### config.mk
export PLATFORM = sky130hd
export DESIGN_NAME = cdnp_slot_cell
export DESIGN_NICKNAME = d
export VERILOG_FILES = /design/src/rtl/cdnp_pkg.sv /design/src/rtl/cdnp_slot_cell.sv
export SDC_FILE = /design/constraint.sdc
export NUM_CORES = 2
export LEC_CHECK = 0
export ABC_AREA = 1
export BUFFER_PORTS_ARGS = -buffer_cell sky130_fd_sc_hd__buf_4
export CORE_MARGIN = 8
export CORE_UTILIZATION = 50
export DETAILED_ROUTE_END_ITERATION = 12
export PLACE_DENSITY = 0.66
export SLEW_MARGIN = 15
export SYNTH_ARGS = -nofsm -noshare
export SYNTH_HDL_FRONTEND = slang
export SYNTH_SLANG_ARGS = --single-unit
### constraint.sdc
create_clock -name clk -period 9.1 [get_ports clk]
set_clock_uncertainty 0.05 [all_clocks]
set_input_delay 0.91 -clock clk [delete_from_list [all_inputs] [get_ports clk]]
set_output_delay 0.91 -clock clk [all_outputs]
set_load 0.02 [all_outputs]
### src/rtl/cdnp_pkg.sv
`timescale 1ns / 1ps
// ----------------------------------------------------------------------------
// cdnp_pkg: shared types and constants
// Widths, request codes, per-slot reference codes and the beat carried
// down the slot chain.
// ----------------------------------------------------------------------------
package cdnp_pkg;

  localparam int GRID_BITS  = 12;
  localparam int FRAC_BITS  = 16;
  localparam int NUM_SLOTS  = 16;
  localparam int SLOT_W     = 4;
  localparam int COORD_W    = GRID_BITS + FRAC_BITS;
  localparam int REF_W      = FRAC_BITS + 1;
  localparam int SQ_W       = 2 * FRAC_BITS + 1;
  localparam int DIST_W     = 2 * FRAC_BITS + 2;
  localparam int OUT_DIST_W = 33;
  localparam int MASK_W     = 8;
  localparam int CNT_W      = 5;

  // tan(22.5 deg)/2 in Q48, rounded to FRAC_BITS
  localparam logic [63:0] DIST_22_5_Q48 = 64'h3504_F333_F9DE;
  localparam logic [63:0] DIST_ROUND =
    (DIST_22_5_Q48 + (64'd1 << (47 - FRAC_BITS))) >> (48 - FRAC_BITS);
  localparam logic [REF_W-1:0] REF_HALF = REF_W'(1) << (FRAC_BITS - 1);
  localparam logic [REF_W-1:0] REF_D    = DIST_ROUND[REF_W-1:0];

  typedef enum logic [1:0] {
    REQ_INSERT = 2'd0,
    REQ_MERGE  = 2'd1,
    REQ_READ   = 2'd2,
    REQ_CLEAR  = 2'd3
  } req_t;

  typedef enum logic {
    CFG_CELL_COLUMN = 1'b0,
    CFG_CELL_ROW    = 1'b1
  } cfg_idx_t;

  typedef enum logic [2:0] {
    REF_ZERO = 3'd0,
    REF_LOW  = 3'd1,
    REF_MID  = 3'd2,
    REF_HIGH = 3'd3,
    REF_ONE  = 3'd4
  } ref_code_t;

  localparam ref_code_t REF_X_CODE [NUM_SLOTS] = '{
    REF_MID, REF_HIGH, REF_ONE, REF_ONE, REF_ONE, REF_ONE, REF_ONE, REF_HIGH,
    REF_MID, REF_LOW, REF_ZERO, REF_ZERO, REF_ZERO, REF_ZERO, REF_ZERO, REF_LOW
  };
  localparam ref_code_t REF_Y_CODE [NUM_SLOTS] = '{
    REF_ONE, REF_ONE, REF_ONE, REF_HIGH, REF_MID, REF_LOW, REF_ZERO, REF_ZERO,
    REF_ZERO, REF_ZERO, REF_ZERO, REF_LOW, REF_MID, REF_HIGH, REF_ONE, REF_ONE
  };

  function automatic logic [REF_W-1:0] ref_value(input ref_code_t code);
    logic [REF_W-1:0] v;
    v = '0;
    case (code)
      REF_ZERO: v = '0;
      REF_LOW:  v = REF_HALF - REF_D;
      REF_MID:  v = REF_HALF;
      REF_HIGH: v = REF_HALF + REF_D;
      default:  v = REF_W'(1) << FRAC_BITS;
    endcase
    return v;
  endfunction

  typedef struct packed {
    logic                 vld;
    req_t                 req;
    logic [COORD_W-1:0]   x;
    logic [COORD_W-1:0]   y;
    logic [SLOT_W-1:0]    slot;
    logic [CNT_W-1:0]     improved;
    logic                 rd_valid;
    logic [COORD_W-1:0]   rd_x;
    logic [COORD_W-1:0]   rd_y;
    logic [DIST_W-1:0]    rd_dist;
    logic                 ooc;
    logic [MASK_W-1:0]    src_mask;
  } pkt_t;

endpackage

### src/rtl/cdnp_slot_cell.sv
`timescale 1ns / 1ps
// ----------------------------------------------------------------------------
// cdnp_slot_cell: one direction slot of the chain
// Stage A squares the axis offsets against the slot reference, stage B
// compares, updates the slot and fills read data; the beat moves on.
// ----------------------------------------------------------------------------
module cdnp_slot_cell (
  input  logic                        clk,
  input  logic                        rst_n,
  input  logic [cdnp_pkg::SLOT_W-1:0] slot_id,
  input  logic [cdnp_pkg::REF_W-1:0]  ref_x,
  input  logic [cdnp_pkg::REF_W-1:0]  ref_y,
  input  cdnp_pkg::pkt_t              pkt_i,
  output cdnp_pkg::pkt_t              pkt_o
);
  import cdnp_pkg::*;

  logic [REF_W-1:0]   ox, oy, dx, dy;
  logic [SQ_W-1:0]    sqx_nxt, sqy_nxt, sqx_r, sqy_r;
  pkt_t               pa_r, pb_r, pb_nxt;
  logic               present_r, present_nxt;
  logic [DIST_W-1:0]  sd_r, sd_nxt, cand_dist;
  logic [COORD_W-1:0] sx_r, sx_nxt, sy_r, sy_nxt;
  logic               offer, better, take, hit;

  // stage A
  always_comb begin
    ox = {1'b0, pkt_i.x[FRAC_BITS-1:0]};
    oy = {1'b0, pkt_i.y[FRAC_BITS-1:0]};
    dx = (ox >= ref_x) ? ox - ref_x : ref_x - ox;
    dy = (oy >= ref_y) ? oy - ref_y : ref_y - oy;
    sqx_nxt = SQ_W'(dx) * SQ_W'(dx);
    sqy_nxt = SQ_W'(dy) * SQ_W'(dy);
  end

  always_ff @(posedge clk) begin
    if (!rst_n) begin
      pa_r <= '0;
    end else begin
      pa_r <= pkt_i;
    end
    sqx_r <= sqx_nxt;
    sqy_r <= sqy_nxt;
  end

  // stage B
  always_comb begin
    cand_dist = DIST_W'(sqx_r) + DIST_W'(sqy_r);
    hit       = (pa_r.slot == slot_id);
    offer     = pa_r.vld && !pa_r.ooc &&
                (pa_r.req == REQ_INSERT || (pa_r.req == REQ_MERGE && hit));
    better    = (cand_dist < sd_r) ||
                (cand_dist == sd_r &&
                 (pa_r.x < sx_r || (pa_r.x == sx_r && pa_r.y < sy_r)));
    take      = offer && (!present_r || better);

    present_nxt = present_r;
    sd_nxt      = sd_r;
    sx_nxt      = sx_r;
    sy_nxt      = sy_r;
    pb_nxt      = pa_r;

    if (take) begin
      present_nxt     = 1'b1;
      sd_nxt          = cand_dist;
      sx_nxt          = pa_r.x;
      sy_nxt          = pa_r.y;
      pb_nxt.improved = pa_r.improved + CNT_W'(1);
    end
    if (pa_r.vld && pa_r.req == REQ_CLEAR) begin
      present_nxt = 1'b0;
    end
    if (pa_r.vld && pa_r.req == REQ_READ && hit && present_r) begin
      pb_nxt.rd_valid = 1'b1;
      pb_nxt.rd_x     = sx_r;
      pb_nxt.rd_y     = sy_r;
      pb_nxt.rd_dist  = sd_r;
    end
  end

  always_ff @(posedge clk) begin
    if (!rst_n) begin
      present_r <= 1'b0;
      pb_r      <= '0;
    end else begin
      present_r <= present_nxt;
      pb_r      <= pb_nxt;
    end
    sd_r <= sd_nxt;
    sx_r <= sx_nxt;
    sy_r <= sy_nxt;
  end

  assign pkt_o = pb_r;

endmodule

Yosys cells after proc, flatten, opt, wreduce, memory -nomap -nowiden
Index checks and enable logic that the tools add are counted.
{"block": "classes", "multipliers": 2, "n_eq_ne": 6, "n_addsub": 6, "order_cmp": 5, "n_bitwise": 1, "n_reduce_logical": 18, "mux": 4}
{"cell": "$mux W91", "n": 1}
{"cell": "$mul A17 B17 Y33", "n": 2}
{"cell": "$lt A28 B28 Y1", "n": 2}
{"cell": "$add A33 B33 Y34", "n": 1}
{"cell": "$eq A34 B34 Y1", "n": 1}
{"cell": "$ge A16 B17 Y1", "n": 2}
{"cell": "$lt A34 B34 Y1", "n": 1}
{"cell": "$mux W17", "n": 2}
{"cell": "$sub A16 B17 Y17", "n": 2}
{"cell": "$sub A17 B16 Y17", "n": 2}
{"cell": "$eq A28 B28 Y1", "n": 1}
{"cell": "$logic_and A1 B1 Y1", "n": 10}
{"cell": "$add A5 B1 Y5 const B", "n": 1}
{"cell": "$mux W5", "n": 1}
{"cell": "$eq A2 B2 Y1 const B", "n": 2}
{"cell": "$eq A4 B4 Y1", "n": 1}
{"cell": "$logic_or A1 B1 Y1", "n": 4}
{"cell": "$eq A2 B1 Y1 const B", "n": 1}
{"cell": "$logic_not A1 Y1", "n": 2}
{"cell": "$logic_not A2 Y1", "n": 1}
{"cell": "$reduce_or A2 Y1", "n": 1}
{"cell": "$not A1 Y1", "n": 1}
{"block": "word_totals", "output_inout_bits": 168, "in_bits": 208, "wordCells": 72, "regBits": 493}

Logic depth before layout (Yosys ltp)
{"block": "depth", "word_depth": 8, "ltp_mapped": 42, "ltp_nobuf": 40}

Worst setup path before layout
OpenSTA, ideal clock, no wires.
{"block": "synth_timing", "kind": "input to register", "start": "input pkt_i[137] (netlist bit)", "end": "register sqx_r[28]", "required_ps": 8930, "slack_ps": 1541, "setup_ps": 120, "n_path_buf": 1, "cell_stages": 37, "t_arrival_ps": 7389, "cell_sequence": "inv_1 > ha_1 > inv_1 > fa_1 > nand2_1 > inv_1 > o21ai_0 > nand2_1 > a21o_1 > nand3_1 > nand2_1 > xnor2_1 > nand2_1 > nand2_4 > buf_8 > inv_2 > nand2_1 > fa_1 > inv_1 > fa_1 > inv_1 > fa_1 > inv_1 > fa_1 > fa_1 > inv_1 > fa_1 > inv_1 > ha_1 > a21oi_1 > o21ai_0 > a21oi_1 > nand3_1 > a21o_1 > nand2_1 > nand2_1 > xor2_1"}
{"block": "synth_between", "elab_chain_cells": 3, "elab_cells_between_ends": 5, "classes_between": "2 x add/sub; 1 x mul; 1 x order compare; 1 x mux"}
{"element": "start: declaration", "line": "cdnp_slot_cell.sv:13", "rtl": "input cdnp_pkg::pkt_t pkt_i,"}
{"element": "$sub A17 B16 Y17, or another cell as far along", "line": "cdnp_slot_cell.sv:30", "rtl": "dx = (ox >= ref_x) ? ox - ref_x : ref_x - ox;"}
{"element": "$mux W17 *", "line": "cdnp_slot_cell.sv:30"}
{"element": "$mul A17 B17 Y33 *", "line": "cdnp_slot_cell.sv:32", "rtl": "sqx_nxt = SQ_W'(dx) * SQ_W'(dx);"}
{"element": "named net sqx_nxt[28]", "line": "cdnp_slot_cell.sv:19", "rtl": "logic [SQ_W-1:0] sqx_nxt, sqy_nxt, sqx_r, sqy_r;"}
{"element": "end signal: assignment", "line": "cdnp_slot_cell.sv:42", "rtl": "sqx_r <= sqx_nxt;"}
{"element": "end: declaration", "line": "cdnp_slot_cell.sv:19"}
Mark *: on every way through the listed nets, which the timed path passes. The rest lies on a longest branch.
A chain may end at the register's enable or synchronous reset.

Worst setup path in the final report
{"block": "layout_timing", "start": "input ref_y[10] (netlist bit)", "end": "register sqy_r[24]"}
{"block": "layout_between", "elab_chain_cells": 3, "elab_cells_between_ends": 5, "classes_between": "2 x add/sub; 1 x mul; 1 x order compare; 1 x mux"}
{"element": "start: declaration", "line": "cdnp_slot_cell.sv:12", "rtl": "input logic [cdnp_pkg::REF_W-1:0] ref_y,"}
{"element": "$sub A17 B16 Y17, or another cell as far along", "line": "cdnp_slot_cell.sv:31", "rtl": "dy = (oy >= ref_y) ? oy - ref_y : ref_y - oy;"}
{"element": "$mux W17 *", "line": "cdnp_slot_cell.sv:31"}
{"element": "$mul A17 B17 Y33 *", "line": "cdnp_slot_cell.sv:33", "rtl": "sqy_nxt = SQ_W'(dy) * SQ_W'(dy);"}
{"element": "named net sqy_nxt[24]", "line": "cdnp_slot_cell.sv:19"}
{"element": "end signal: assignment", "line": "cdnp_slot_cell.sv:43", "rtl": "sqy_r <= sqy_nxt;"}
{"element": "end: declaration", "line": "cdnp_slot_cell.sv:19"}
Marked as above.

==> impl.org <==
** Timing
- Number of failing hold endpoints at the final stage :: 0
- Period utilization :: 89.63%
- For the pin with the worst max-slew slack, the measured transition is around 950 ps.
- Finish-stage setup viols :: 0
- Time the worst path needs with I/O delays and setup :: 8156 ps
- Setup tns final :: 0 ps
- The number of max-slew violations in the final report was 0.
- Headroom to the max-slew limit came out at between 30% and 40%.
- Setup repair after global routing missed its margin :: no
- Fmax :: between 0.1 and 0.15 GHz

** Critical path
- For flop-to-flop paths, the worst setup slack is around 3500 ps.
- Worst Setup Path Type :: input pin to flip-flop
- Critical path endpoint category :: flip-flop
- STA classifies the critical path startpoint as an input pin.
- The slowest stage of the critical path belongs to the cell sky130_fd_sc_hd__fa_1.
- Of all nets on the critical path, the largest fanout is 15.
- On the worst path, the slowest cell contributes a delay of around 550 ps.
- Data on the critical path arrives at its endpoint at 8610 ps.
- Worst path required time :: between 9000 and 10,000 ps

** CTS
- Htree depth :: 2
- Clock net sink count :: roughly 500
- After clock tree synthesis, the clock-pin slew on the worst setup and hold paths is 60 ps.
- In this run, post-CTS repair resized a total of 0 instances.
- Number of buffers inserted for hold repair after clock tree synthesis :: 0
- In this run the post-CTS setup repair buffer count came out at 0.
- Later-pin clock latency in the skew report :: just under 600 ps
- Buffers inserted during clock tree synthesis total 49.
- Worst-case clock buffer depth :: 3
- CTS tree :: yes
- CTS placed an instance of sky130_fd_sc_hd__clkbuf_16 at the clock tree root.

** Floorplan
- Core ar. :: 78,480 sq um
- Number of core rows :: 103
- Chip height :: 296.5 um
- The die is 296.5 um wide.
- Total Die Area :: 87,900 sq um
- Num ports :: roughly 380
- Once the floorplan was initialized, standard cells occupied between 50% and 60% of the core.

** Synthesis
- After synthesis, the mean cell area works out to 8.090 sq um.
- Among all flip-flop cells after synthesis, the most frequent one is sky130_fd_sc_hd__dfxtp_1.
- Most instantiated cells after synthesis :: sky130_fd_sc_hd__inv_1, sky130_fd_sc_hd__nand2_1, sky130_fd_sc_hd__dfxtp_1, sky130_fd_sc_hd__ha_1, sky130_fd_sc_hd__fa_1
- Syn Std Cell Area :: between 30,000 and 40,000 sq um
- After synthesis, flip-flops and latches occupy between 20% and 30% of the total area.
- Most used standard cell by instance count after synthesis :: sky130_fd_sc_hd__inv_1
- Top cells by area in the synthesized netlist :: sky130_fd_sc_hd__dfxtp_1, sky130_fd_sc_hd__fa_1, sky130_fd_sc_hd__ha_1
- Number of nets produced by synthesis :: ~5,900
- Summed over all instances, the cell type with the most area after synthesis is sky130_fd_sc_hd__dfxtp_1.
- Counting flops with a built-in enable in the synthesized netlist gives 90.
- In this run, distinct cell masters in the synthesized netlist total 46.
- Warning count from the yosys run :: 0
- Cells after synthesis :: 4,862
- The synthesized design devotes to its leading area cell type approximately 20% of total area.
- In this run, synthesis produced a sequential element count of between 400 and 500.
- Counting flops with an async set or reset pin after synthesis yields a share of 0%.

** Drt
- Dividing the detail-routed via count by the number of cells gives approximately 4.9.
- Post-detailed-route DRC marker count :: 0
- Summed over all layers, the routed wires come to between 100,000 and 150,000 um.
- The detailed router placed 31,010 vias in this run.
- Post-DRT Antenna Nets :: 0
- DRC violation total after the first TritonRoute iteration :: 1,743
- Total iterations of the first detailed-routing run :: 7
- After detailed routing, the average wire length per cell comes to between 15 and 20 um.

** Global route
- The number of antenna violations at the first check in global routing is 4.
- Total GRT Usage :: between 20% and 30%
- Remaining Overflow, GRT :: 0
- Met3 layer usage reported by global route :: ~3.4%
- Global-route wire length before repair :: roughly 170,000 um
- The global routing stage identified its most utilized layer as met2.
- Entering global routing, the biggest net connects ~130 pins.
- Vias in the first global route :: 31,300
- For this run, global-route usage on met2 was measured as roughly 40%.
- For met1 alone, demand over resource in global routing was around a third.

** Cells and area
- The area growth from synthesis to layout is 14.02%.
- Share of cells above drive strength 1 :: 11.47%
- Fraction of the core area covered by cells at the end of the flow :: 57.15%
- Layout net count :: between 6,000 and 7,000
- Filler Cell Count :: roughly 7,300

** Min path
- Worst hold path class :: flip-flop to flip-flop

** Place
- Routability-driven placement finished with a final weighted congestion of between 0.9 and 1.
- HPWL after detailed placement :: ~90,000 um
- Count of port buffers added during placement :: approximately 380

** Flow run
- Across the run, the number of max-cap violations was 0.

** Run status
- The flow ran to the end, and the final reports show no timing, DRC or antenna violations.
## final cells by class
type	count	area, sq um	share of cell area [%]
antenna	4	10.01	0.02232
timing repair buffer	405	3048	6.796
clock inverter	18	207.7	0.4631
inverter	1297	4871	10.86
multi-input combinational	2972	23150	51.62
sequential	491	10730	23.92
clock buffer	73	1519	3.387
tap	1050	1314	2.929
## state kept, by name (all words and copies together), names as in the netlist
signal,flops
pa_r,168
pkt_o,168
sd_r,34
sqx_r,32
sqy_r,32
sx_r,28
sy_r,28
present_r,1
## cell families (layout without fill, tap and decap cells)
logic type                 after synthesis  count (layout)  synth area share, %
and+or+nand+nor                       1492            1492                15.75
buffers and inverters                 1399            1793                13.89
adders and majority gates              784             784                32.29
AOI/OAI and AO/OA                      553             553                7.612
DFF                                    491             491                27.28
xor gates and xnor gates               143             143                3.184
other                                    0               4                    0
## per-stage QoR
step                setup WS [ps]  std cells  hold slack (ps)  cell area [sq um]
detailed placement          414.1       6215            345.9              43120
global route                374.4       6310            388.4              44850
global placement            690.8       6215            341.9              43120
floorplan                    1541       4862            340.5              39340
finish                      944.1       6310            359.1              44850
CTS                          1017       6306            359.4              44840
## path summary, 6_finish.rpt
kind | startpoint | end | depth (start not counted)
setup / recovery | ref_y[10] | sqy_r[24]$_DFF_P_ | 31
hold / removal | pa_r[3]$_SDFF_PN0_ | pkt_o[3]$_SDFF_PN0_ | 2
setup reg to reg | sqy_r[3]$_DFF_P_ | sx_r[1]$_DFFE_PP_ | 21
hold reg to reg | pa_r[3]$_SDFF_PN0_ | pkt_o[3]$_SDFF_PN0_ | 2
## worst max-delay path, delay by kind of cell
family	cells	cell delay, ps
AND/OR/NAND/NOR	8	1690
buffers and inverters	6	600
AO/OA/AOI/OAI	8	1590
XOR/XNOR	1	140
adder cells (fa/ha/maj)	8	3680
## per-layer routing
metal  vias up  wire, um
met2       872     49440
met1     14720     46830
met5         -         0
met4         0      3289
li1      15270         -
met3       142      7072
## cell usage in the layout, fill, tap and decap left out, types with 6 or more instances in the layout
master / count
sky130_fd_sc_hd__o21bai_1: 18
sky130_fd_sc_hd__dfxtp_1: 401
sky130_fd_sc_hd__nor2_2: 32
sky130_fd_sc_hd__clkbuf_16: 51
sky130_fd_sc_hd__a21boi_0: 6
sky130_fd_sc_hd__nor2_1: 332
sky130_fd_sc_hd__edfxtp_1: 90
sky130_fd_sc_hd__xor2_1: 111
sky130_fd_sc_hd__o21ai_1: 10
sky130_fd_sc_hd__nand4_1: 28
sky130_fd_sc_hd__xnor2_1: 32
sky130_fd_sc_hd__ha_1: 399
sky130_fd_sc_hd__a21oi_1: 274
sky130_fd_sc_hd__clkinv_2: 9
sky130_fd_sc_hd__o21ai_0: 181
sky130_fd_sc_hd__nand2_1: 922
sky130_fd_sc_hd__o21a_1: 6
sky130_fd_sc_hd__nand3_1: 89
sky130_fd_sc_hd__clkbuf_1: 6
sky130_fd_sc_hd__nor3_1: 18
sky130_fd_sc_hd__fa_1: 385
sky130_fd_sc_hd__inv_1: 1274
sky130_fd_sc_hd__a31oi_1: 11
sky130_fd_sc_hd__nor2_4: 16
sky130_fd_sc_hd__nand2_2: 24
sky130_fd_sc_hd__clkbuf_8: 16
sky130_fd_sc_hd__a21o_1: 28
sky130_fd_sc_hd__inv_2: 21
sky130_fd_sc_hd__buf_4: 404
sky130_fd_sc_hd__nor4_1: 8
Power is not shown: default switching activity piles up to over one toggle a cycle in this logic, so the estimate is an artifact.
